## src/sv/dmbp_pkg.sv

```systemverilog
// dmbp_pkg: shared constants, register indexes and controller/datapath types
// for the depth mask back-projection block.
// No dependencies.
package dmbp_pkg;

  // sampling limit per frame
  localparam int unsigned MaxSamples = 6000;

  // scaled depth band in Q.24 metres: 0.1 m .. 2.0 m
  localparam logic [39:0] ZLowQ24  = 40'd1677722;
  localparam logic [39:0] ZHighQ24 = 40'd33554432;

  // saturation limits of the counters
  localparam logic [12:0] Cnt13Max = 13'h1FFF;
  localparam logic [24:0] Cnt25Max = 25'h1FFFFFF;

  // rounding and saturation of projected coordinates
  localparam logic [58:0] RoundHalf = 59'd1 << 27;
  localparam logic [30:0] PosLimit  = 31'd8388607;
  localparam logic [30:0] NegLimit  = 31'd8388608;

  // configuration register indexes
  localparam logic [2:0] REG_DEPTH_SCALE  = 3'd0;
  localparam logic [2:0] REG_CENTER_X     = 3'd1;
  localparam logic [2:0] REG_CENTER_Y     = 3'd2;
  localparam logic [2:0] REG_INV_FOCAL_X  = 3'd3;
  localparam logic [2:0] REG_INV_FOCAL_Y  = 3'd4;
  localparam logic [2:0] REG_SAMPLE_STEP  = 3'd5;
  localparam logic [2:0] REG_FRAME_WIDTH  = 3'd6;
  localparam logic [2:0] REG_FRAME_HEIGHT = 3'd7;

  // configuration as seen by the datapath
  typedef struct packed {
    logic [23:0] depth_scale;
    logic [15:0] center_x;
    logic [15:0] center_y;
    logic [23:0] inv_focal_x;
    logic [23:0] inv_focal_y;
    logic [11:0] sample_step;
    logic [12:0] frame_width;
    logic [12:0] frame_height;
  } dmbp_cfg_t;

  // controller -> datapath commands
  typedef struct packed {
    logic load_in;   // capture input word, update frame counters
    logic mul_z;     // raw depth times scale
    logic eval;      // classify depth, update tallies, form offsets
    logic mul_dz;    // offset times depth
    logic mul_inv;   // times reciprocal focal length
    logic load_out;  // round, saturate, fill output register
  } dmbp_cmd_t;

  // datapath -> controller status
  typedef struct packed {
    logic keep;      // item in eval makes a point
    logic out_free;  // output register can take a word this cycle
  } dmbp_status_t;

endpackage

```

## src/sv/dmbp_ctrl.sv

```systemverilog
// dmbp_ctrl: sequencing state machine for one pixel word at a time.
// Depends on dmbp_pkg.
module dmbp_ctrl
  import dmbp_pkg::*;
(
  input  logic         clk,
  input  logic         rst_n,
  input  logic         in_tvalid,
  output logic         in_tready,
  input  dmbp_status_t status,
  output dmbp_cmd_t    cmd
);

  localparam logic [2:0] ST_IDLE    = 3'd0;
  localparam logic [2:0] ST_MUL_Z   = 3'd1;
  localparam logic [2:0] ST_EVAL    = 3'd2;
  localparam logic [2:0] ST_MUL_DZ  = 3'd3;
  localparam logic [2:0] ST_MUL_INV = 3'd4;
  localparam logic [2:0] ST_DONE    = 3'd5;

  logic [2:0] state_r;
  logic [2:0] state_nxt;

  assign in_tready = (state_r == ST_IDLE);

  // next state and commands
  always_comb begin
    state_nxt = state_r;
    cmd       = '0;
    unique case (state_r)
      ST_IDLE: begin
        if (in_tvalid) begin
          cmd.load_in = 1'b1;
          state_nxt   = ST_MUL_Z;
        end
      end
      ST_MUL_Z: begin
        cmd.mul_z = 1'b1;
        state_nxt = ST_EVAL;
      end
      ST_EVAL: begin
        cmd.eval  = 1'b1;
        state_nxt = status.keep ? ST_MUL_DZ : ST_DONE;
      end
      ST_MUL_DZ: begin
        cmd.mul_dz = 1'b1;
        state_nxt  = ST_MUL_INV;
      end
      ST_MUL_INV: begin
        cmd.mul_inv = 1'b1;
        state_nxt   = ST_DONE;
      end
      ST_DONE: begin
        if (status.out_free) begin
          cmd.load_out = 1'b1;
          state_nxt    = ST_IDLE;
        end
      end
      default: state_nxt = ST_IDLE;
    endcase
  end

  always_ff @(posedge clk) begin
    if (!rst_n) begin
      state_r <= ST_IDLE;
    end else begin
      state_r <= state_nxt;
    end
  end

endmodule

```

## config.mk

```make
export PLATFORM = sky130hd
export DESIGN_NAME = dmbp_ctrl
export DESIGN_NICKNAME = d
export VERILOG_FILES = /design/src/sv/dmbp_pkg.sv /design/src/sv/dmbp_ctrl.sv
export SDC_FILE = /design/constraint.sdc
export NUM_CORES = 1
export LEC_CHECK = 0
export BUFFER_PORTS_ARGS = -buffer_cell sky130_fd_sc_hd__buf_2
export CAP_MARGIN = 20
export CORE_AREA = 10 10 47 49
export CTS_BUF_LIST = sky130_fd_sc_hd__clkbuf_8
export DETAILED_ROUTE_END_ITERATION = 16
export DIE_AREA = 0 0 57 59
export SYNTH_ARGS = -nofsm -noshare
export SYNTH_HDL_FRONTEND = slang
export SYNTH_SLANG_ARGS = --single-unit
export TNS_END_PERCENT = 50
```

## constraint.sdc

```tcl
create_clock -name clk -period 2.15 [get_ports clk]
set_input_delay 0.43 -clock clk [delete_from_list [all_inputs] [get_ports clk]]
set_output_delay 0.43 -clock clk [all_outputs]
set_load 0.005 [all_outputs]
```

==> results.md, run 1 <==
- The insertion delay of the later-clocked pin in the worst-skew pair is ~0.21 ns.
- The parity-gate share of the synthesized area counting xor and xnor cells is 0%.
- The total area inside the core boundary comes to around 1400 um2.
- The shortest clock period the worst path allows after layout is between 1.5 and 2 ns.
- The leading area contributor after synthesis is sky130_fd_sc_hd__dfxtp_1.
- The number of I/O pins is 12.
- The area growth from synthesis to layout is 55.1%.
- The count of flip-flops with a built-in enable after synthesis is 0.
- The worst setup path is launched from a flip-flop.
- The routed layout has between 200 and 250 vias.
- The count of cells resized by post-cts repair is 0.
- Max-cap violations in this run came to 0.
- The critical path arrival is approximately 1.1 ns.
- Measured against its own limit, the worst slew margin works out to between 70% and 80%.
- The count of cell types in the netlist is 15.
- At the end of the flow, the number of nets in the layout was 44.
- More flip-flops sit in one register than any other, and that register is state_r.
- Clock tree synthesis found a total of 3 sinks.
- The count of buffering cells on the critical path with inverters included is 1.
- The first global-routing pass estimated approximately 950 um of wire.
- The pre-antenna-repair detailed-routing pass consisted of 2 iterations.
- The longest clock path from root to sink contains 2 buffers.
- The sequential cells in the finished layout cover a total of between 60 and 70 um2.
- The register with the most flip-flops in the layout has 3 of them.
- The most used flip-flop cell after synthesis is sky130_fd_sc_hd__dfxtp_1.
- The average via count per standard cell is 4.06.
- Post-CTS timing repair inserted 0 buffers for setup.
- In the final layout, the share of cells above drive strength 1 is a little under half.
- Fill cells in the final layout number 170.
- Of all flip-flops after synthesis, the portion carrying an async set or reset was 0%.
- The tightest min-delay check is of the in2reg type.
- After synthesis, flip-flops and latches occupy 30.4% of the total area.
- The synthesized netlist occupies a cell area of ~200 um2.
- The standby leakage power is around 0.15 nW.
- For this run the aggregate overflow at the end of global routing stands at 0.
- The Yosys step of the flow raised 0 warnings.
- Walking the worst path, the cells encountered are nor2b_2, and3_1, buf_2.
- The portion of synthesized area spent on multiplexers is 0%.
- The area of combinational cells with multiple inputs is ~120 um2.
- The floorplan die height is about 59 um.
- The die span in x is between 50 and 60 um.
- Row generation in the floorplan step produced 14 rows.
- The initial cell density of the core is between 10 and 15%.
- The largest registers in the layout are state_r: 3 flops.
- The full die area is between 3000 and 4000 um2.
- 0 antenna diodes ended up in the layout.
- The finished layout holds 54 standard cells, fillers aside.
- Entering global routing, the biggest net connects 10 pins.
- After synthesis, the most frequently instantiated cells are sky130_fd_sc_hd__and3_1, sky130_fd_sc_hd__dfxtp_1, sky130_fd_sc_hd__nor3_1.
- The achievable clock frequency is 636 MHz.
- Summed over all failing endpoints, the final setup total negative slack is 0 ns.
- The number of hold buffers added after CTS was 0.
- The DRC violation count after routing is 0.
- The cell at the root of the clock tree is sky130_fd_sc_hd__clkbuf_8.
- The synthesized net count is 29.
- The number of failing hold endpoints at the final stage is 0.
- The adder and majority gate portion of the synthesized area is 0%.
- The worst-margin pin slew is approximately 0.3 ns.
- The family of cells with the greatest summed delay on the critical path is flip-flops.
- The post-layout total power is about 0.00027 W.
- Setup repair after global routing left no endpoint under its margin.
- The detail route stage leaves a number of antenna-violating nets equal to 0.
- The average routed wire per standard cell is around 11 um.
- After layout, the worst path uses roughly 73% of the clock period.
- The number of max-slew violations in the final report is 0.
- Global routing used between 4 and 5% of the available tracks.
- The top cell type's share of synthesized area is 30.4%.
- The required time at the endpoint of the critical path is between 1.5 and 2 ns.
- The average cell area after synthesis is 8.24 um2.
- The compound-gate portion of the synthesized area is 17.7%.
- After synthesis, the cell types taking the most area are sky130_fd_sc_hd__dfxtp_1, sky130_fd_sc_hd__and3_1, sky130_fd_sc_hd__nor3_1.
- The overall routed net length is about 600 um.
- The maximum single-stage delay on the critical path is between 0.4 and 0.5 ns.
- The final RePlAce weighted congestion is between 0.7 and 0.8.
- Setup violations remaining at the end of the flow were counted as 0.
- Buffers placed on the I/O ports in this run total 11.
- CTS built an H-tree with a depth of 1.
- The number of antenna violations at the first check in global routing was 0.
- The post-placement cell count is 50.
- The setup slack on the worst flop-to-flop path is between 1 and 1.5 ns.
- The number of global-route vias before repair is 231.
- The synthesized instance count is 24.
- The fraction of the mapped netlist area in simple logic gates is ~44%.
- On the final layout, the worst clock skew is between 0.0004 and 0.0005 ns.
- The worst setup path is of the reg2out kind.
- Counting flops and latches in the post-synthesis netlist gives 3.
- The TritonCTS clock tree is yes.
- VDD sags by at most about 0.00018 V.
- The power density over cell area is just under 900 nW/um2.
- The kind of capture point of the worst setup path is an output port.
- The number of violations reported at the end of detailed-routing iteration 0 is 1.
- The critical path's slowest cell is sky130_fd_sc_hd__dfxtp_1.
- In this run the worst path has a maximum fanout of 8.
- Clock-pin slew was measured on the worst setup and hold paths at 0.03 ns.
- The number of clock buffers added by TritonCTS is 3.
- The dominant combinational cell family by area after synthesis is simple AND/OR/NAND/NOR gates.
- The run finished with clean final reports.
[layout make-up]
cell class	count	area share (%)
clock buffers	3	13.5
flip-flops and latches	3	19.6
clock inverters	1	1.22
inverters	1	1.22
repair buffers	11	18.0
multi-input cells	19	40.0
well taps	16	6.53
[worst paths after layout]
path | startpoint | to | cells after the start
setup / recovery | state_r[0] | cmd[0] | 3
hold / removal | rst_n | state_r[2] | 2
setup reg to reg | state_r[0] | state_r[1] | 3
hold reg to reg | state_r[2] | state_r[1] | 1
[report_power, final]
| group | internal [W] | switching, W | leakage (nW) | total (W) |
|---|---|---|---|---|
| clock | 0.000122 | 0.0000375 | 0.0269 | 0.000159 |
| combinational | 0.0000219 | 0.0000178 | 0.102 | 0.0000397 |
| sequential | 0.0000606 | 0.00000966 | 0.0246 | 0.0000703 |
| total | 0.000204 | 0.0000649 | 0.154 | 0.000269 |
[cell families (layout without fill, tap and decap cells)]
group                  Yosys count  count (layout)
AOI/OAI and AO/OA                5               5
buffers and inverters            2              16
DFF                              3               3
and+or+nand+nor                 14              14
[per-layer routing]
layer,vias up,GRT usage (%),wire length [um]
met5,-,0,0
met4,0,6.04,10
met3,2,3.22,67
met2,7,5.89,286
met1,98,2.74,219
li1,112,-,-
[cell usage in the layout (no fill, tap or decap), drive strengths merged]
| master | count |
|---|---|
| a21oi | 2 |
| and3 | 3 |
| o21ai | 1 |
| buf | 11 |
| clkbuf | 3 |
| nor2 | 2 |
| nor3 | 3 |
| nor2b | 2 |
| nor3b | 1 |
| nand2b | 1 |
| and2 | 2 |
| inv | 2 |
| a211oi | 1 |
| o21a | 1 |
| dfxtp | 3 |
[metrics by stage]
| stage | utilization [%] | setup slack, ns | area [um2] | hold WS [ns] |
|---|---|---|---|---|
| after floorplan | - | 0.887 | 198 | 0.516 |
| after global routing | 21.9 | 0.479 | 307 | 0.455 |
| after detailed placement | 18.7 | 0.798 | 262 | 0.572 |
| after global placement | 18.7 | 0.819 | 262 | 0.572 |
| after CTS | 21.9 | 0.565 | 307 | 0.442 |
| final | 21.9 | 0.579 | 307 | 0.447 |
Power figures use the tool's default switching activity.
==> run 2: changes to the inputs <==
==> constraint.sdc (replaced) <==
create_clock -name clk -period 1.5 [get_ports clk]
set_input_delay 0.3 -clock clk [delete_from_list [all_inputs] [get_ports clk]]
set_output_delay 0.3 -clock clk [all_outputs]
set_load 0.005 [all_outputs]
==> run 2 against run 1 <==
Die area unchanged; sequential cell count unchanged; via count decreased by 1.8%; largest cell class unchanged.
==> results.md, run 2 (synthesized netlist as in run 1, its figures left out) <==
- The floorplan die height is 59 um (unchanged).
- The normalized max-slew margin is 79.7% (+0.27 points).
- The final RePlAce weighted congestion is 0.683 (-3.4%).
- The maximum clock insertion buffer count is 2 (unchanged).
- The busiest layer in global routing is met2.
- The run finished with clean final reports.
- The worst path uses around 93% of the clock period.
- The met2 global-route usage is 4.81% (-1.1 points).
- The first-pass GRT wire length came to 883 um (-6.6%).
- The final clock skew is 0.000276 ns (-0.000185 ns).
- The worst setup path is captured at an output port.
- The net count reported at finish was 44 (unchanged).
- The worst setup path startpoint is state_r[1].
- The maximum number of pins on one net before global-route repair is 10 (unchanged).
- The standard cell core area was 1400 um2 (unchanged).
- The number of global-route vias before repair is 199 (-14%).
- The number of antenna violations at the first check in global routing was 0 (unchanged).
- The layout cell share with drive strength beyond 1 is 50.0% (+2.6 points).
- The family of cells with the greatest summed delay on the critical path is simple AND/OR/NAND/NOR gates.
- In this run the worst hold path is classified as in2reg.
- The setup slack on the worst flop-to-flop path is 0.55 ns (-0.65 ns).
- The cell at the root of the clock tree is sky130_fd_sc_hd__clkbuf_8.
- Setup repair after global routing left no endpoint under its margin.
- The number of max-slew violations in the final report is 0 (unchanged).
- The signal on the critical path passes through nor3_1, and2_1, buf_2.
- The number of clock buffers inserted by TritonCTS is 3 (unchanged).
- The estimated wirelength of the detail-placed design is between 400 and 500 um.
- The row count came to 14 (unchanged).
- Derived from the worst setup path, the maximum achievable clock frequency is 716 MHz.
- The count of cells resized by post-cts repair was 0 (unchanged).
- The count of buffering cells on the critical path with inverters included is 1 (unchanged).
- The overall routed net length is 552 um (-5.5%).
- The die span in x was 57 um (unchanged).
- For the finished layout, the period the worst path requires is between 1 and 1.5 ns.
- The number of sinks handled by clock tree synthesis is 3 (unchanged).
- The critical path arrival is 1.10 ns (-0.04 ns).
- The average via count per standard cell is 3.98 (-1.8%).
- The post-layout total power was 0.000385 W (+43%).
- The average routed wire per standard cell is 10.2 um (-5.5%).
- The met1 global-route usage is 3.09% (+0.35 points).
- The number of I/O pins was 12 (unchanged).
- The maximum single-stage delay on the critical path is 0.38 ns (-0.07 ns).
- The clock-pin transition on the worst setup and hold timing paths is 0.03 ns (about the same).
- Ranked by flip-flop count, first place goes to state_r.
- The library cells used most frequently in the layout, excluding fill and tap cells, are sky130_fd_sc_hd__buf_2, sky130_fd_sc_hd__nor3_1, sky130_fd_sc_hd__and3_1, sky130_fd_sc_hd__clkbuf_8.
- TritonCTS built the clock tree.
- The critical path's slowest cell is sky130_fd_sc_hd__dfxtp_1.
- The number of antenna repair diodes is 0 (unchanged).
- The worst setup path is launched from a flip-flop.
- The required time at the endpoint of the critical path is 1.20 ns (-0.52 ns).
- The maximum vdd ir drop was 0.000232 V (+28%).
- The insertion delay of the later-clocked pin in the worst-skew pair is 0.21 ns (about the same).
- The number of detailed-route iterations in the first pass is 4 (+2).
- The worst setup path endpoint is cmd[5].
- The standby leakage power is 0.154 nW (+0.19%).
- The largest registers in the layout are state_r: 3 flops.
- The worst register-to-register path begins at state_r[1].
- The final number of setup-violating endpoints is 0 (unchanged).
- The endpoint of the worst-slack reg-to-reg timing path is state_r[0].
- The count of H-tree levels built during CTS is 1 (unchanged).
- The placement-stage worst setup slack is 0.292 ns (-0.505 ns).
- The flip-flop count of the largest register after layout is 3 (unchanged).
- The total of hold buffers inserted after clock tree synthesis is 0 (unchanged).
- The worst-path maximum fanout is 9 (+1).
- The count of maximum capacitance violations is 0 (unchanged).
- The total global routing track utilization is 3.63% (-0.44 points).
- The worst-margin pin slew is 0.304 ns (-0.00397 ns).
- The met3 routing resource usage after global routing is 3.22% (unchanged).
- The post-CTS setup-driven buffer insertion count is 0 (unchanged).
- The power density over cell area was 1250 nW/um2 (+42%).
- The post-layout worst setup margin is 0.103 ns (-0.475 ns).
- The area growth from synthesis to layout is 55.7%.
- The full die area is 3360 um2 (unchanged).
- The number of I/O port buffers is 11 (unchanged).
- Leaving out fill and tap cells, the most frequent cell in the layout is sky130_fd_sc_hd__buf_2.
- The setup path with the least slack is of type reg2out.
- The cell depth of the worst setup path is 3 (unchanged).
- The DRC violation count after routing was 0 (unchanged).
- The number of violations reported at the end of detailed-routing iteration 0 was 1 (unchanged).
- The cell count of the worst reg-to-reg path is 3 (unchanged).
- The initial cell density of the core is 14.1% (unchanged).
- The antenna violation net count after detailed routing was 0 (unchanged).
- The setup total negative slack came to 0 ns (unchanged).
- The number of failing hold endpoints at the final stage is 0 (unchanged).
- The number of fillers in the final layout came to 167 (-1.8%).
- The total vias in the final route came to 215 (-1.8%).
- The total congestion overflow is 0 (unchanged).
## run 2: cell counts in the layout (fill, tap and decap cells not counted)
No cell type changed its count.
## run 2: layout make-up
class	count	area, um2	share of cell area (%)
flip-flops and latches	3	61.3	19.9
clock inverters	1	3.75	1.22
multi-input cells	19	123	39.8
well taps	16	20.0	6.50
inverters	1	3.75	1.22
clock buffers	3	41.3	13.4
repair buffers	11	55.1	17.9
## run 2: how the worst min path moves through the flow
stage / startpoint / slack, ns / cells past startpoint / endpoint
2_1_floorplan: rst_n / 0.42 / 1 / state_r[2]
4_1_cts: rst_n / 0.31 / 2 / state_r[2]
6_report: rst_n / 0.31 / 2 / state_r[2]
3_3_place_gp: rst_n / 0.53 / 2 / state_r[2]
5_1_grt: rst_n / 0.33 / 2 / state_r[2]
3_5_place_dp: rst_n / 0.54 / 2 / state_r[2]
## run 2: stage by stage
step | hold slack [ns] | util [%] | instances | instance area [um2]
4_1_cts | 0.313 | 21.9 | 54 | 307
3_3_place_gp | 0.533 | 18.7 | 50 | 262
5_1_grt | 0.327 | 22.0 | 54 | 308
2_1_floorplan | 0.417 | - | 24 | 198
6_report | 0.313 | 22.0 | 54 | 308
3_5_place_dp | 0.536 | 18.7 | 50 | 262
## run 2: per-layer routing
metal	share of wire (%)	wire (um)
met1	41	226
met4	2.7	15
met3	12	68
met2	44	242
met5	0	0
## run 2: report_power, final
part / switching, W / internal (W) / total [W]
logic: 0.0000250 / 0.0000315 / 0.0000565
clock network: 0.0000528 / 0.000174 / 0.000227
registers: 0.0000138 / 0.0000875 / 0.000101
total: 0.0000916 / 0.000293 / 0.000385
==> run 3: changes to the inputs <==
--- a/config.mk
+++ b/config.mk
@@ -5,6 +5,7 @@
 export SDC_FILE = /design/constraint.sdc
 export NUM_CORES = 1
 export LEC_CHECK = 0
+export ABC_AREA = 0
 export BUFFER_PORTS_ARGS = -buffer_cell sky130_fd_sc_hd__buf_2
 export CAP_MARGIN = 20
 export CORE_AREA = 10 10 47 49
==> constraint.sdc (replaced) <==
create_clock -name clk -period 1.5 [get_ports clk]
set_input_delay 0.3 -clock clk [delete_from_list [all_inputs] [get_ports clk]]
set_output_delay 0.3 -clock clk [all_outputs]
set_load 0.01 [all_outputs]
==> run 3 against run 2 <==
Via count is the same; sequential share of layout area shrank 0.32 points; final area grew 1.6%; hold slack gained 0.00064 ns; clock skew is essentially flat; clock power is essentially flat; final cell count is the same; worst setup slack lost 0.020 ns; sequential cell count is the same; sequential power is essentially flat; first-iteration DRC count grew 100%; register-to-register slack is essentially flat; critical endpoint is now cmd[0].
==> results.md, run 3 (synthesized netlist as in run 1, its figures left out) <==
- The total vias in the final route is 215 (unchanged).
- The number of fillers in the final layout came to 175 (+4.8%).
- Among cell families on the critical path, the largest total delay comes from flip-flops.
- The achievable clock frequency is 706 MHz (-1.4%).
- The startpoint type of the worst setup path is a flip-flop.
- The maximum vdd ir drop was 0.000264 V (+14%).
- The final clock skew came to 0.0000513 ns (-0.000225 ns).
- The critical path start-end classification is reg2out.
- The die span in x was 57 um (unchanged).
- The number of failing hold endpoints at the final stage was 0 (unchanged).
- The number of I/O port buffers is 11 (unchanged).
- The placed instance area came to 262 um2 (unchanged).
- Compared with the post-synthesis result, the final layout area differs by 58.2%.
- The overall routed net length was 572 um (+3.6%).
- The count of H-tree levels built during CTS is 1 (unchanged).
- The critical path arrival is 1.12 ns (+0.02 ns).
- The DRC violation count after routing came to 0 (unchanged).
- The power density over cell area is 1270 nW/um2 (+1.2%).
- For this design, the slowest cell found on the critical path is sky130_fd_sc_hd__dfxtp_1.
- The number of detailed-route iterations in the first pass came to 2 (-2).
- The TritonCTS clock tree is yes.
- The worst-margin pin slew is 0.320 ns (+0.0164 ns).
- The total congestion overflow is 0 (unchanged).
- The flip-flop count of the largest register after layout is 3 (unchanged).
- The smallest hold slack came to 0.314 ns (+0.000644 ns).
- Setup repair after global routing left no endpoint under its margin.
- The number of antenna repair diodes is 0 (unchanged).
- The maximum number of pins on one net before global-route repair is 10 (unchanged).
- The normalized max-slew margin came to 78.6% (-1.1 points).
- The standard cell core area is 1400 um2 (unchanged).
- The layout cell share with drive strength beyond 1 is 52.6% (+2.6 points).
- The count of buffering cells on the critical path with inverters included was 1 (unchanged).
- The cell depth of the worst setup path is 3 (unchanged).
- The net count reported at finish came to 44 (unchanged).
- The full die area was 3360 um2 (unchanged).
- The floorplan die height came to 59 um (unchanged).
- The final number of setup-violating endpoints is 0 (unchanged).
- The total global routing track utilization is 3.98% (+0.35 points).
- The maximum clock insertion buffer count came to 2 (unchanged).
- The setup total negative slack came to 0 ns (unchanged).
- The number of violations reported at the end of detailed-routing iteration 0 is 2 (+1).
- The critical path goes through nor2b_2, and3_1, buf_2.
- The core occupancy in the finished layout is 22.3% (+0.36 points).
- The post-layout total power is 0.000396 W (+2.9%).
- The average via count per standard cell was 3.98 (unchanged).
- The library cell used most frequently in the layout, excluding fill and tap cells, is sky130_fd_sc_hd__buf_2.
- The required time at the endpoint of the critical path came to 1.20 ns (about the same).
- The final RePlAce weighted congestion was 0.706 (+3.3%).
- The tightest min-delay check is of the in2reg type.
- The maximum single-stage delay on the critical path is 0.50 ns (+0.12 ns).
- The clock-pin transition on the worst setup and hold timing paths was 0.03 ns (about the same).
- The top register by number of flip-flops is state_r.
- The largest registers in the layout are state_r: 3 flops.
- Clock tree synthesis selected as its root buffer the cell sky130_fd_sc_hd__clkbuf_8.
- The worst-path maximum fanout is 9 (unchanged).
- The final standard cell area without fillers is 313 um2 (+1.6%).
- The share of the clock period used by the worst path after layout is 94.4% (+1.3 points).
- The count of maximum capacitance violations is 0 (unchanged).
- The standby leakage power came to 0.155 nW (+0.75%).
- The worst hold path depth was 2 (unchanged).
- The number of antenna violations at the first check in global routing is 0 (unchanged).
- The estimated wirelength of the detail-placed design is 446 um (+1.5%).
- The top cell types in the final layout, fill and taps aside, are sky130_fd_sc_hd__buf_2, sky130_fd_sc_hd__and3_1, sky130_fd_sc_hd__clkbuf_8.
- The antenna violation net count after detailed routing is 0 (unchanged).
- The initial cell density of the core is 14.1% (unchanged).
- STA classifies the critical path endpoint as an output port.
- The total of hold buffers inserted after clock tree synthesis is 0 (unchanged).
- The number of max-slew violations in the final report is 0 (unchanged).
- The shortest clock period the worst path allows after layout was 1.42 ns (+0.0196 ns).
- The row count is 14 (unchanged).
- The first-pass GRT wire length came to 986 um (+12%).
- The number of clock buffers inserted by TritonCTS is 3 (unchanged).
- The number of sinks handled by clock tree synthesis came to 3 (unchanged).
- The insertion delay of the later-clocked pin in the worst-skew pair is 0.22 ns (about the same).
- The flow ran to the end, and the final reports show no timing, DRC or antenna violations.
- The cell count of the worst reg-to-reg path was 3 (unchanged).
- The number of global-route vias before repair is 219 (+10%).
- The number of I/O pins is 12 (unchanged).
- The average routed wire per standard cell is 10.6 um (+3.6%).
==> run 3: cell count changes in the layout (fill, tap and decap cells not counted) <==
cell / change
sky130_fd_sc_hd__nor3_1: -1
sky130_fd_sc_hd__nor3_2: +1
==> run 3: area by class of cell <==
cell class | instances | area (um2) | area share [%]
multi-input combinational | 19 | 128 | 40.8
sequential | 3 | 61.3 | 19.6
timing repair buffer | 11 | 55.1 | 17.6
clock buffer | 3 | 41.3 | 13.2
tap | 16 | 20.0 | 6.40
clock inverter | 1 | 3.75 | 1.20
inverter | 1 | 3.75 | 1.20
==> run 3: path summary, 6_finish.rpt <==
| check | slack, ns | from | endpoint |
|---|---|---|---|
| hold reg to reg | 0.59 | state_r[2] | state_r[1] |
| setup / recovery | 0.08 | state_r[1] | cmd[0] |
| setup reg to reg | 0.55 | state_r[1] | state_r[0] |
| hold / removal | 0.31 | rst_n | state_r[2] |
==> run 3: metal layers <==
| layer | wire (um) | GRT usage [%] | up-vias |
|---|---|---|---|
| li1 | - | - | 113 |
| met1 | 219 | 3.09 | 91 |
| met2 | 253 | 5.89 | 9 |
| met3 | 83 | 3.43 | 2 |
| met4 | 16 | 4.03 | 0 |
| met5 | 0 | 0 | - |
==> run 3: repair_timing <==
action / 4_1_cts / 5_1_grt
endpoints found under the setup margin: 0 / 3
gates resized for setup: 0 / 2
setup buffers: 0 / 0
==> run 3: worst reg2reg max path: stages, from the launching register on <==
cell and delay (ns):
sky130_fd_sc_hd__dfxtp_1 0.39, sky130_fd_sc_hd__nor3_1 0.21, sky130_fd_sc_hd__a21oi_1 0.06, sky130_fd_sc_hd__and3_1 0.19
==> run 3: metrics by stage <==
step                setup WS [ns]  instances
global route              0.00164         54
detailed placement          0.272         50
finish                     0.0836         54
floorplan                   0.212         24
global placement            0.263         50
CTS                        0.0358         54
==> run 3: where the power goes <==
| group | total (W) | internal, W | leakage (nW) | switching, W |
|---|---|---|---|---|
| Clock | 0.000229 | 0.000174 | 0.0269 | 0.0000550 |
| Sequential | 0.000102 | 0.0000875 | 0.0249 | 0.0000143 |
| Combinational | 0.0000646 | 0.0000331 | 0.103 | 0.0000315 |
